**config.mk**
```make
export PLATFORM = sky130hd
export DESIGN_NAME = bbfa_map_ram
export DESIGN_NICKNAME = d
export VERILOG_FILES = /design/src/design/bbfa_pkg.sv /design/src/design/bbfa_map_ram.sv
export SDC_FILE = /design/constraint.sdc
export NUM_CORES = 2
export LEC_CHECK = 0
export BUFFER_PORTS_ARGS = -buffer_cell sky130_fd_sc_hd__buf_2
export CELL_PAD_IN_SITES_DETAIL_PLACEMENT = 0
export CELL_PAD_IN_SITES_GLOBAL_PLACEMENT = 1
export CORE_MARGIN = 2
export CORE_UTILIZATION = 51
export DETAILED_ROUTE_END_ITERATION = 10
export GPL_ROUTABILITY_DRIVEN = 0
export HOLD_SLACK_MARGIN = 0.1
export PLACE_DENSITY_LB_ADDON = 0.15
export SETUP_SLACK_MARGIN = 0.2
export SYNTH_ARGS = -nofsm -noshare
export SYNTH_HDL_FRONTEND = slang
export SYNTH_SLANG_ARGS = --single-unit
```
**constraint.sdc**
```tcl
create_clock -name clk -period 1.95 [get_ports clk]
set_input_delay 0.0975 -clock clk [delete_from_list [all_inputs] [get_ports clk]]
set_output_delay 0.0975 -clock clk [all_outputs]
set_load 0.05 [all_outputs]
```
**src/design/bbfa_pkg.sv**
```systemverilog
// Shared types, codes and constants of the bitmap best-fit allocator.
package bbfa_pkg;

	localparam int unsigned DataMax  = 4096;
	localparam int unsigned RowBits  = 16;
	localparam int unsigned RowCount = DataMax / RowBits;
	localparam int unsigned RowW     = $clog2(RowCount);
	localparam int unsigned StepBits = 8;
	localparam int unsigned SizeW    = 13;
	localparam int unsigned AddrW    = 16;
	localparam int unsigned HalfW    = RowW + 1;

	localparam logic [SizeW-1:0] DATA_MAX_C = SizeW'(DataMax);

	typedef enum logic [0:0] {
		OP_RESERVE = 1'b0,
		OP_RELEASE = 1'b1
	} op_t;

	typedef enum logic [1:0] {
		ST_OK        = 2'd0,
		ST_ZERO_SIZE = 2'd1,
		ST_NO_FIT    = 2'd2,
		ST_UNMANAGED = 2'd3
	} status_t;

	typedef enum logic [0:0] {
		CFG_DATA_BASE = 1'b0,
		CFG_DATA_SIZE = 1'b1
	} cfg_idx_t;

	typedef enum logic [2:0] {
		S_IDLE,
		S_SCAN,
		S_FIN,
		S_DECIDE,
		S_CHECK,
		S_FILL,
		S_DRAIN,
		S_RESP
	} fsm_t;

	typedef struct packed {
		logic             operation;
		logic [AddrW-1:0] seg_address;
		logic [SizeW-1:0] seg_size;
	} in_t;

	typedef struct packed {
		logic [1:0]       status;
		logic [AddrW-1:0] block_address;
	} out_t;

	// Best run found so far by the scanner
	typedef struct packed {
		logic             found;
		logic [SizeW-1:0] idx;
		logic [SizeW-1:0] len;
	} best_t;

endpackage

```
**src/design/bbfa_map_ram.sv**
```systemverilog
// Busy map memory: 16-bit rows, registered read, per-row valid bits for reset.
module bbfa_map_ram
	import bbfa_pkg::*;
(
	input  logic               clk,
	input  logic               arst_n,
	input  logic               rd_en,
	input  logic [RowW-1:0]    rd_addr,
	output logic [RowBits-1:0] rd_data,
	input  logic               wr_en,
	input  logic [RowW-1:0]    wr_addr,
	input  logic [RowBits-1:0] wr_data
);

	logic [RowBits-1:0] mem [RowCount];
	logic [RowCount-1:0] vld_q;
	logic [RowBits-1:0] rd_q;
	logic               rd_vld_q;

	// storage array
	always_ff @(posedge clk) begin
		if (wr_en) begin
			mem[wr_addr] <= wr_data;
		end
		if (rd_en) begin
			rd_q <= mem[rd_addr];
		end
	end

	// row valid bits; an unwritten row reads as all free
	always_ff @(posedge clk or negedge arst_n) begin
		if (!arst_n) begin
			vld_q    <= '0;
			rd_vld_q <= 1'b0;
		end else begin
			if (wr_en) begin
				vld_q[wr_addr] <= 1'b1;
			end
			if (rd_en) begin
				rd_vld_q <= vld_q[rd_addr];
			end
		end
	end

	assign rd_data = rd_vld_q ? rd_q : '0;

endmodule

```
# Yosys cells after proc, flatten, opt, wreduce, memory -nomap -nowiden
# Memories as Yosys holds them, arrays and structs flattened. A register that Yosys moved wholly into a read port is not among the register bits.
# Index checks and enable logic that the tools add are counted.
# word_totals
in_bits	36
mem_bits_rw	4096
output_inout_bits	16
n_memories	1
ff_bits	257
# classes
bitwise	1
n_mux	7
n_reduce_logical	1
magnitude_cmp	3
# mem_list
memory	depth	width	rd	rd_clocked_by_memory_dff	wr	line	rtl
mem	256	16	1	1	1	bbfa_map_ram.sv:15	logic [RowBits-1:0] mem [RowCount];
# ops
operator	count
256-bit OR	1
8-bit by 9-bit less-than comparator with 1-bit output, second input constant	2
16-bit 2-to-1 mux	1
1-bit binary-select mux with 8-bit select	1
1-bit demux with 8-bit select	1
8-bit by 1-bit >= comparator with 1-bit output, second input constant	1
1-bit 2-to-1 mux	4
1-bit logical AND	1

# Longest topological paths before layout
# logic_depth
word_depth	5
mapped_depth	10
mapped_depth_nobuf	6

# Worst setup path before layout
# OpenSTA, ideal clock, no wires.
# synth_timing
path_kind	input port to flip-flop
start	input rd_addr[1]
end	register rd_q[5] (read register of mem) (data pin)
cell_stages	9
t_arrival_ns	2.041
t_required_ns	1.691
path_slack_ns	-0.350
path_cell_list	buf_2 clkbuf_1 buf_1 mux4_2 a22oi_1 a21oi_1 nor4_1 o22ai_1 or2_1
# synth_lines
item	line	rtl
start: declaration	bbfa_map_ram.sv:8	input logic [RowW-1:0] rd_addr,
end: declaration	bbfa_map_ram.sv:17	logic [RowBits-1:0] rd_q;

==> impl_metrics.yaml <==
routing:
  detailroute.wirelength.met2_mm: 217
  postRouteWirelength_mm: 453
  wl_met1_mm: 185
  drt-vias-per-instance: 6.25
  routed-wl-met3_mm: 37.2
  drc: 12
  highest_layer: "met5"
  firstDrtPassIters: 9
  route.vias.total: 84500
  detail_route.wl_per_cell_um: 33.5
  detailedRoute.firstIterationViolations: 10500
  drtAntennaViolNets: 0
sta:
  setup_ws_ns: -0.779
  final.setup.tns_ns: -11.13
  grt_setup_unrepaired: "yes"
  post-route-min-period_ns: 2.73
  slew_viol_final: 0
  final_min_period_over_clock_period_pct: 140
  worst_clock_skew_ns: 0.0550
  fmax_mhz: 366
  worstMarginPinSlew_ns: 0.927
  final_hold_viol_count: 0
  max-slew-margin-rel_pct: 38.0
  setup_viol_count_final: 33
finish:
  drive_gt1_share_pct: 40.9
  final_cell_mix: "sky130_fd_sc_hd__edfxtp_1, sky130_fd_sc_hd__mux4_2, sky130_fd_sc_hd__buf_4"
  register_area_um2: 130000
  finish.instance_area_um2: 203000
  layout.nets: 8847
  fillers: 21900
  instances_no_fill: 13500
  syn_to_final_growth_pct: 22.2
  total_area_of_multi_input_combinational_cells_um2: 36600
  layout_commonest_cell: "sky130_fd_sc_hd__edfxtp_1"
worst_setup_path:
  cp_max_fo: 1
  timing.rr.end: "rd_q[15]"
  cp.arrival_ns: 3.44
  r2r_slack_ns: -0.78
  criticalPathCategory: "register to register"
  critPathLaunchType: "register"
  reg2regPathDepth: 7
  critical_path.reg2reg.startpoint: "mem[183][15]"
  worstPathRequired_ns: 2.67
  crit_path_end_kind: "register"
yosys:
  synth.cell_area_um2: 166000
  async_reset_ff_share_pct: 5.88
  synth.largest_area_cell: "sky130_fd_sc_hd__edfxtp_1"
  synthesis.area_per_instance_um2: 22.1
  ys_seq_elements: 4369
  synthesis.yosys.warnings: 0
  synthDominantCellAreaShare_pct: 74.4
  netlist_top_cells_area: "sky130_fd_sc_hd__edfxtp_1, sky130_fd_sc_hd__mux4_2, sky130_fd_sc_hd__dfrtp_1"
  synth_ff_type: "sky130_fd_sc_hd__edfxtp_1"
  ys_seq_area_share_pct: 78.3
  syn_nets: 7531
  synth_enable_flop_cells: 4112
  synthesis.instances: 7495
  synth.distinct_cells: 43
place:
  dp.cells: 12700
  port-buffer-count: 51
  hpwl_mm: 291
  dpl-instance-area_um2: 186000
floorplanning:
  fp.dieH_um: 574
  fp.dieArea_um2: 330000
  die_x_um: 574
  initial_core_util_pct: 51.2
  floorplan.io_pins: 52
  coreArea_um2: 324000
  floorplan.rows: 209
hold_path:
  hold_path_class: "input port to register"
  hold_start: "wr_data[4]"
  timing.hold.worst_endpoint: "mem[45][4]"
  hold_depth: 2
run_status:
  failed_checks: "DRC, setup timing"
  result_of_the_run: "finished with violations"
global_route:
  first_global_vias: 85800
  grt_start_max_net_pins: 89
  grtUsageTotal_pct: 27.5
  global_route_wire_length_before_repair_mm: 646
  antenna_found_initial: 22
  gr-total-overflow: 0
power_and_ir_drop:
  vdd_ir_drop_max_mv: 0.771
  powerDensity_nw_per_um2: 990
  p_leak_nw: 66.5
clocking:
  clkSlewWorstSetupHoldPaths_ns: 0.06
  ctsHtreeMaxLevel: 5
  clockRootBuffer: "sky130_fd_sc_hd__clkbuf_16"
  clk_path_buf_depth: 4
  clock_tree_from_tritoncts: "built"
  clock_insertion_delay_worst_skew_ns: 0.98
  sink_count_of_the_clock_tree: 4369
  cts_buffers: 438
flow_run:
  max_cap_viol_count: 0
==> power breakdown <==
part	internal, mW	switching, mW
sequential	103	0.349
combinational	5.39	7.37
clock	48.6	35.8
total	157	43.5
==> stage by stage <==
stage | utilization [%] | total power, mW | setup WS (ns) | hold WS (ns)
finish | 62.6 | 201 | -0.779 | 0.154
global route | 62.6 | 206 | -0.793 | 0.139
CTS | 62.4 | 202 | -0.740 | 0.116
detailed placement | 57.3 | 117 | -2.12 | 0.0519
global placement | 57.3 | 117 | -2.08 | 0.0512
floorplan | - | 111 | -0.171 | -0.198
==> worst max path at each step <==
stage	depth (start not counted)	slack, ns	to	from
2_1_floorplan	9	-0.17	rd_q[10]	rd_addr[0]
3_3_place_gp	10	-2.08	rd_q[15]	rd_addr[0]
3_5_place_dp	10	-2.12	rd_q[6]	rd_addr[0]
4_1_cts	7	-0.74	rd_q[15]	mem[183][15]
5_1_grt	8	-0.79	rd_q[15]	mem[151][15]
6_report	7	-0.78	rd_q[15]	mem[183][15]
==> synthesized netlist by cell type (14+ instances only) <==
master	n
sky130_fd_sc_hd__nor4_1	65
sky130_fd_sc_hd__or2_1	16
sky130_fd_sc_hd__mux2i_1	25
sky130_fd_sc_hd__buf_2	87
sky130_fd_sc_hd__nand3_1	26
sky130_fd_sc_hd__nor2b_1	17
sky130_fd_sc_hd__buf_1	36
sky130_fd_sc_hd__nand2_1	29
sky130_fd_sc_hd__a21oi_1	260
sky130_fd_sc_hd__or2_2	259
sky130_fd_sc_hd__nor2_1	269
sky130_fd_sc_hd__mux4_2	1077
sky130_fd_sc_hd__nand4_1	14
sky130_fd_sc_hd__dfrtp_1	257
sky130_fd_sc_hd__buf_6	22
sky130_fd_sc_hd__a22oi_1	516
sky130_fd_sc_hd__buf_4	19
sky130_fd_sc_hd__and2_1	18
sky130_fd_sc_hd__o22ai_1	38
sky130_fd_sc_hd__edfxtp_1	4112
sky130_fd_sc_hd__clkbuf_1	280
==> kinds of logic (layout without fill, tap and decap cells) <==
| logic type | count (synthesis) | after routing | share of synthesized area, % |
|---|---|---|---|
| flip-flops | 4369 | 4369 | 78.3 |
| multiplexers | 1109 | 1109 | 14.8 |
| AO/OA/AOI/OAI | 840 | 840 | 3.40 |
| AND/OR/NAND/NOR | 729 | 729 | 2.28 |
| buffers and inverters | 448 | 2140 | 1.22 |
| other | 0 | 4 | 0 |
==> routing by layer <==
metal	global-route usage, %	vias up
met1	40.3	46000
met2	43.5	3477
met4	7.63	4
met5	0	-
li1	-	34400
met3	4.54	585
==> sequential cells by signal, indices dropped and copies added, names as in the netlist <==
register,cells
rd_q,16
mem,4096
vld_q,256
rd_vld_q,1
==> layout make-up <==
class | count | share of cell area [%]
diodes | 4 | 0.00494
multi-input cells | 2678 | 18.0
flip-flops and latches | 4369 | 64.1
inverters | 4 | 0.00741
clock buffers | 556 | 5.76
repair buffers | 1320 | 8.08
well taps | 4325 | 2.67
clock inverters | 260 | 1.35
==> worst max-delay path, cell delays in order (launching register included) <==
cell and delay, ns:
sky130_fd_sc_hd__edfxtp_1 0.36, sky130_fd_sc_hd__mux4_2 0.48, sky130_fd_sc_hd__a22oi_2 0.27, sky130_fd_sc_hd__a21oi_2 0.13, sky130_fd_sc_hd__nor4_4 0.59, sky130_fd_sc_hd__buf_4 0.23
sky130_fd_sc_hd__o22ai_4 0.11, sky130_fd_sc_hd__or2_1 0.27
==> repair_timing <==
action	4_1_cts	5_1_grt
cloned	1	1
pin swaps	105	45
endpoints found under the setup margin	33	392
gates resized for setup	326	98
hold endpoints to repair	6827	0
hold buffers	41	0
buffers inserted	1	1
No activity file was read; power rests on OpenSTA's default activity.
