<file path="config.mk">
export PLATFORM = sky130hd
export DESIGN_NAME = bbfa_scan
export DESIGN_NICKNAME = d
export VERILOG_FILES = /design/src/design/bbfa_pkg.sv /design/src/design/bbfa_scan.sv
export SDC_FILE = /design/constraint.sdc
export NUM_CORES = 1
export LEC_CHECK = 0
export BUFFER_PORTS_ARGS = -buffer_cell sky130_fd_sc_hd__buf_4
export CORE_ASPECT_RATIO = 0.7
export CORE_UTILIZATION = 30
export CTS_CLUSTER_SIZE = 24
export DETAILED_ROUTE_END_ITERATION = 6
export GPL_TIMING_DRIVEN = 0
export HOLD_SLACK_MARGIN = 0.1
export MAX_ROUTING_LAYER = met4
export SYNTH_ARGS = -nofsm -noshare
export SYNTH_HDL_FRONTEND = slang
export SYNTH_SLANG_ARGS = --single-unit
</file>
<file path="constraint.sdc">
create_clock -name clk -period 24.3 [get_ports clk]
set_input_delay 1.215 -clock clk [delete_from_list [all_inputs] [get_ports clk]]
set_output_delay 1.215 -clock clk [all_outputs]
set_load 0.01 [all_outputs]
</file>
<file path="src/design/bbfa_pkg.sv">
// Shared types, codes and constants of the bitmap best-fit allocator.
package bbfa_pkg;

	localparam int unsigned DataMax  = 4096;
	localparam int unsigned RowBits  = 16;
	localparam int unsigned RowCount = DataMax / RowBits;
	localparam int unsigned RowW     = $clog2(RowCount);
	localparam int unsigned StepBits = 8;
	localparam int unsigned SizeW    = 13;
	localparam int unsigned AddrW    = 16;
	localparam int unsigned HalfW    = RowW + 1;

	localparam logic [SizeW-1:0] DATA_MAX_C = SizeW'(DataMax);

	typedef enum logic [0:0] {
		OP_RESERVE = 1'b0,
		OP_RELEASE = 1'b1
	} op_t;

	typedef enum logic [1:0] {
		ST_OK        = 2'd0,
		ST_ZERO_SIZE = 2'd1,
		ST_NO_FIT    = 2'd2,
		ST_UNMANAGED = 2'd3
	} status_t;

	typedef enum logic [0:0] {
		CFG_DATA_BASE = 1'b0,
		CFG_DATA_SIZE = 1'b1
	} cfg_idx_t;

	typedef enum logic [2:0] {
		S_IDLE,
		S_SCAN,
		S_FIN,
		S_DECIDE,
		S_CHECK,
		S_FILL,
		S_DRAIN,
		S_RESP
	} fsm_t;

	typedef struct packed {
		logic             operation;
		logic [AddrW-1:0] seg_address;
		logic [SizeW-1:0] seg_size;
	} in_t;

	typedef struct packed {
		logic [1:0]       status;
		logic [AddrW-1:0] block_address;
	} out_t;

	// Best run found so far by the scanner
	typedef struct packed {
		logic             found;
		logic [SizeW-1:0] idx;
		logic [SizeW-1:0] len;
	} best_t;

endpackage

</file>
<file path="src/design/bbfa_scan.sv">
// Free-run tracker: walks eight map bits per step and keeps the best fit.
module bbfa_scan
	import bbfa_pkg::*;
(
	input  logic                clk,
	input  logic                arst_n,
	input  logic                clear,
	input  logic                step,
	input  logic [StepBits-1:0] bits,
	input  logic [SizeW-1:0]    i0,
	input  logic [SizeW-1:0]    lim,
	input  logic [SizeW-1:0]    size,
	output best_t               best
);

	logic [SizeW-1:0] rs_q;
	logic [SizeW-1:0] delta_q;
	best_t            best_q;

	logic [SizeW-1:0] rs_n;
	logic [SizeW-1:0] delta_n;
	best_t            best_n;

	// run boundaries within this step, in index order
	always_comb begin
		logic [SizeW-1:0] pos;
		logic [SizeW-1:0] len;
		logic             fin;
		rs_n    = rs_q;
		delta_n = delta_q;
		best_n  = best_q;
		for (int j = 0; j < StepBits; j++) begin
			pos = i0 + SizeW'(j);
			fin = (pos < lim && bits[j]) || pos == lim;
			len = pos - rs_n;
			if (fin) begin
				if (len >= size && (!best_n.found || (len - size) < delta_n)) begin
					best_n.found = 1'b1;
					best_n.idx   = rs_n;
					best_n.len   = len;
					delta_n      = len - size;
				end
				rs_n = pos + 1'b1;
			end
		end
	end

	always_ff @(posedge clk or negedge arst_n) begin
		if (!arst_n) begin
			rs_q    <= '0;
			delta_q <= '0;
			best_q  <= '0;
		end else if (clear) begin
			rs_q    <= '0;
			delta_q <= '0;
			best_q  <= '0;
		end else if (step) begin
			rs_q    <= rs_n;
			delta_q <= delta_n;
			best_q  <= best_n;
		end
	end

	assign best = best_q;

endmodule

</file>
# After elaboration in Yosys (flattened, before gate mapping)
# Cells that the tools add are included.
# word_totals
inputBits	51
n_memories	0
elab_cells	154
romBits	0
latchBits	0
register_bits	53
ramBits	0
output_inout_bits	27
# op_classes
bitwise_logic	0
mux	46
n_shift	0
n_reduce_logical	41
n_addsub	30
mul	0
n_eq_ne	8
n_div	0
n_lt_le_gt_ge	24
# op_table
op	count
two-way mux 27 bit	18
two-way mux 13 bit	28
< comparator 13 bit	16
subtractor 13 bit	16
adder 13 x 1 -> 13 bit, second input constant	8
== test 13 bit	8
greater-or-equal comparator 13 bit	8
adder 13 x 3 -> 13 bit, second input constant	4
adder 13 x 2 -> 13 bit, second input constant	2
logical AND 1 bit	16
logical OR 1 bit	16
zero test 1 bit	8
nonzero test 2 bit	1

# Logic depth before layout (Yosys ltp)
# logic_depth
ltp_word	44
mapped_depth	126

# Worst setup path after synthesis
# Ideal clock, no wire load.
# synth_path
path_kind	input port to flip-flop
from	input port i0[0]
to	register best_q (netlist bit best[0])
path_slack_ns	1.869
arrival_time_ns	22.341
setup_time_ns	0.090
required_ns	24.210
n_path_buf	16
stages	123
cell_sequence	clkbuf_1 inv_1 ha_1 fa_1 nor2b_1 o31a_1 o211ai_1 nand2_1 a41oi_1 nand2b_1 xor2_1 ha_1 nand2_1 nor2_1 a21oi_1 o311ai_0 a21oi_1 xnor2_1 (+87 left out) o21a_1 ha_1 a21o_1 a21o_1 a21o_1 a21oi_1 nor2b_1 o21ai_0 nand2b_1 a21oi_1 o21ai_0 o21ai_0 and3_1 a21o_1 buf_2 buf_2 nand2_1 o221ai_1
# synth_via
elab_chain_len	44
# synth_lines
item	line_no	rtl
from (decl)	bbfa_scan.sv:10	input logic [SizeW-1:0] i0,
subtractor 13 bit	bbfa_scan.sv:35	len = pos - rs_n;
subtractor 13 bit	bbfa_scan.sv:37, bbfa_scan.sv:41	
< comparator 13 bit	bbfa_scan.sv:37	if (len >= size && (!best_n.found || (len - size) < delta_n)) begin
logical OR 1 bit	bbfa_scan.sv:37	
logical AND 1 bit	bbfa_scan.sv:37	
two-way mux 13 bit / two-way mux 27 bit (equally long branches)	bbfa_scan.sv:37	
two-way mux 13 bit / two-way mux 27 bit (equally long branches)	bbfa_scan.sv:36	if (fin) begin
< comparator 13 bit / zero test 1 bit (equally long branches)	bbfa_scan.sv:37	
(+28 left out)	--	
two-way mux 13 bit / two-way mux 27 bit (equally long branches)	bbfa_scan.sv:36	
< comparator 13 bit / zero test 1 bit (equally long branches)	bbfa_scan.sv:37	
logical OR 1 bit	bbfa_scan.sv:37	
logical AND 1 bit	bbfa_scan.sv:37	
two-way mux 27 bit	bbfa_scan.sv:37	
two-way mux 27 bit *	bbfa_scan.sv:36	
two-way mux 27 bit *	bbfa_scan.sv:57	end else if (step) begin
two-way mux 27 bit *	bbfa_scan.sv:53	end else if (clear) begin
to (signal assigned)	bbfa_scan.sv:60	best_q <= best_n;
to (decl)	bbfa_scan.sv:18	best_t best_q;
# Every way passes the cells marked *; elsewhere a longest branch is shown, timed or not. The select of a mux whose other input is x is not followed.
# A chain may end at the register's enable or synchronous reset.

# Worst setup path after layout
# layout_path
from	input port i0[9]
to	register best_q (netlist bit best[4])
# Same word-level chain as after synthesis.

==> results.txt <==
----------------------------------------------------
[Outcome]
  Outcome ... completed

[Floorplan]
  Vertical die dimension ... 227 µm
  Die Outline Area ... 0.0736 mm²
  Starting Density ... 30.4%
  Core region area ... 0.0716 mm²
  Top-Level Pins ... 78
  Width of the die ... 324 µm
  Number of rows created at floorplan ... 82

[Power]
  Worst VDD drop ... 100 µV
  LEAKAGE ... 10.9 nW
  Ratio of total power to cell area ... 158 mW/mm²

[CTS]
  Clock-pin slew on the worst setup and hold paths ... 0.08 ns
  Clock latency on the worst-skew pair ... 0.31 ns
  TritonCTS Buffers ... 5
  Bufs on Longest Clock Path ... 2
  CTS tree ... done
  Clock root buffer ... clkbuf_16
  Sinks on the clock net ... 53
  Level count of the clock H-tree ... 2

[Min path]
  Path class of the lowest-slack min-delay path ... flop to flop

[Job]
  MaxCap Viol Count ... 0

[Critical path]
  Required @ worst endpoint ... 24.43 ns
  Slowest cell on the critical path ... or4_1
  Most frequent cell on the critical path ... a21o_1
  Kind of cell adding the most delay to the critical path ... compound AO/OA/AOI/OAI gates
  Critical path endpoint category ... flop
  CP Max Fanout ... 10
  Critical path class ... input pin to flop
  WP buf/inv ... 18
  Launching element type of the critical path ... input pin
  CP Data Arrival Time ... 23.70 ns
  Critical Path Max Stage Delay ... 0.52 ns

[Synthesis]
  Most common library cells after synthesis ... 401 x ha_1, 265 x inv_1, 261 x nor2_1, 254 x a21oi_1, 249 x nand2_1
  Most repeated cell in the gate-level netlist after synthesis ... ha_1
  Top area cells in the synthesized netlist ... ha_1 23%, xnor2_1 8.6%, dfrtp_1 6.1%
  Fraction of post-synthesis cell area in the top cell type by area ... 23.1%
  Async S/R FF share, synth ... 100%
  Main flop type after synthesis ... dfrtp_1
  Synth unique cells ... 85
  Part of the Yosys area used for sequential elements ... 6.10%
  Number of enable-type register cells in the synthesized netlist ... 0
  Per-instance average area after synthesis ... 7.28 µm²
  Warning count from the yosys run ... 0
  Gate count of the mapped netlist ... 2989
  Cell type with the highest aggregate area in the netlist ... ha_1
  Flops & latches, synth ... 53
  Syn Nets ... 3457
  Mapped cell area ... 0.0218 mm²

[Routing]
  Vias after detailed routing ... 24200
  Total length of routed wires ... 104 mm
  Final antenna-violating net count ... 0
  DRT iter0 DRCs ... 3092
  Vias per cell ... 5.87
  Wire per inst ... 25.2 µm
  Number of optimization iterations in the first detailed-route pass ... 6
  Final routed DRC violation total ... 0

[Timing]
  Maximum clock frequency ... 0.0424 GHz
  Number of max-slew violations in the final report ... 0
  Worst setup skew after layout ... 0.00864 ns
  Share of the cycle needed by the critical path after routing ... 97.0%
  Slew of the pin with the lowest slew margin ... 1.43 ns
  Final number of setup-violating endpoints ... 0
  Setup WS post-layout ... 0.726 ns
  Clock period minus worst slack ... 23.57 ns
  Slew margin rel. ... 4.05%
  Number of failing hold endpoints at the final stage ... 0

[GRT]
  Antenna violations before repair ... 3
  First-pass GRT wire length ... 147 mm
  Maximum number of pins on one net before global-route repair ... 54
  Total GRT Usage ... 28.2%
  Number of global-route vias before repair ... 21400
  Gr ovfl total ... 0

[Placed design]
  DP Wirelength ... 86.4 mm
  Placed instance area ... 0.0235 mm²
  Worst slack at placement ... -5.27 ns
  Weighted congestion at the end of routability-driven global placement ... 1.07
  IO buf count ... 77

[Final layout]
  Post-route cell area ... 0.0249 mm²
  Share of layout cells above drive strength 1 ... 11.7%
  Post-layout nets ... 3617
  Number of filler instances in the final layout ... 7731
  Synthesis-to-finish area growth ... 14.4%

----------------------------------------------------
[cell type report]
cell class	instances	area [µm²]	area share [%]
Clock buffer	6	139	0.558
Timing Repair Buffer	155	1170	4.72
Sequential cell	53	1330	5.33
Buffer	99	604	2.43
Inverter	265	1040	4.16
Multi-Input combinational cell	2570	19400	77.9
Clock inverter	2	16.3	0.0653
Antenna cell	2	5.00	0.0201
Tap cell	966	1210	4.86
[power by group]
part	switching, mW	total (mW)	internal (mW)
Clock	0.0392	0.0808	0.0417
Sequential	0.0335	0.142	0.108
Combinational	2.29	3.72	1.42
[what timing repair did]
action,CTS,global route
pin swaps,11,29
gates resized for setup,89,77
hold buffers,0,0
buffers inserted,30,48
setup endpoints to repair,39,39
[final timing paths]
path / startpoint / end / slack [ns] / cells past startpoint
setup / recovery: i0[9] / best[4] / 0.73 / 111
hold / removal: delta_q[7] / delta_q[7] / 0.53 / 2
setup reg to reg: rs_q[1] / best[4] / 1.45 / 117
hold reg to reg: delta_q[7] / delta_q[7] / 0.53 / 2
max in group asynchronous: arst_n / best[20] / 22.84 / 1
min in group asynchronous: arst_n / delta_q[3] / 0.96 / 1
[worst min-delay path, delay by kind of cell, from the launching register on]
kind            cells  cell delay, ns
compound gates      1            0.06
flops               1            0.37
simple gates        1            0.07
[kinds of logic after synthesis]
| family | Yosys count | synth area share, % |
|---|---|---|
| AND/OR/NAND/NOR | 877 | 18.9 |
| AO/OA/AOI/OAI | 856 | 26.0 |
| adder cells (fa/ha/maj) | 417 | 24.5 |
| buffers and inverters | 366 | 6.69 |
| flip-flops | 53 | 6.10 |
| XOR/XNOR | 300 | 12.1 |
| multiplexers | 120 | 5.76 |
[cells in the final DEF (no fill, tap or decap), types with 13 or more instances in the layout]
cell type  synthesis  routed
dfrtp_1           53      53
nand3_1           82      81
o21ai_0          166     155
fa_1              16      15
mux2i_1           78      76
clkbuf_1          50      36
o21ai_1            6      15
inv_1            265     254
mux2_2            42      41
a211oi_1          37      37
nor3_1            53      51
a211o_1           13      13
xnor2_1          213     208
nand2_1          249     249
nand4_1           65      65
a21boi_0          16      14
xor2_1            87      84
a21o_1            77      77
o21a_1            50      47
ha_1             401     396
o21bai_1          44      43
nor2_1           261     259
buf_2             32      18
buf_6              2      15
nor2b_1           40      38
a32oi_1           28      28
a21oi_1          254     241
nor4_1            19      17
nand2b_1          36      36
buf_4              7     162
o211ai_1          66      66
[through the flow]
step	hold slack (ns)	setup TNS, ns	std cells	power, mW	util, %
after detailed placement	0.513	-201.87	4032	3.43	32.9
after global placement	0.497	-199.99	4032	3.43	32.9
after floorplan	0.462	0	2989	2.43	-
final	0.530	0	4118	3.94	34.8
after CTS	0.530	0	4069	3.62	33.9
after global routing	0.548	-1.03	4118	4.21	34.8
[metal layers]
layer	share of wire, %	GRT usage (%)	vias up
met5	0	-	-
met4	1.5	4.03	0
met3	15	8.76	106
met2	37	36.6	1419
met1	46	42.0	11600
li1	-	-	11100
[state kept, by name (all words and copies together) (netlist names)]
| register | count |
|---|---|
| best | 27 |
| delta_q | 13 |
| rs_q | 13 |
No activity file was read; power rests on OpenSTA's default activity.
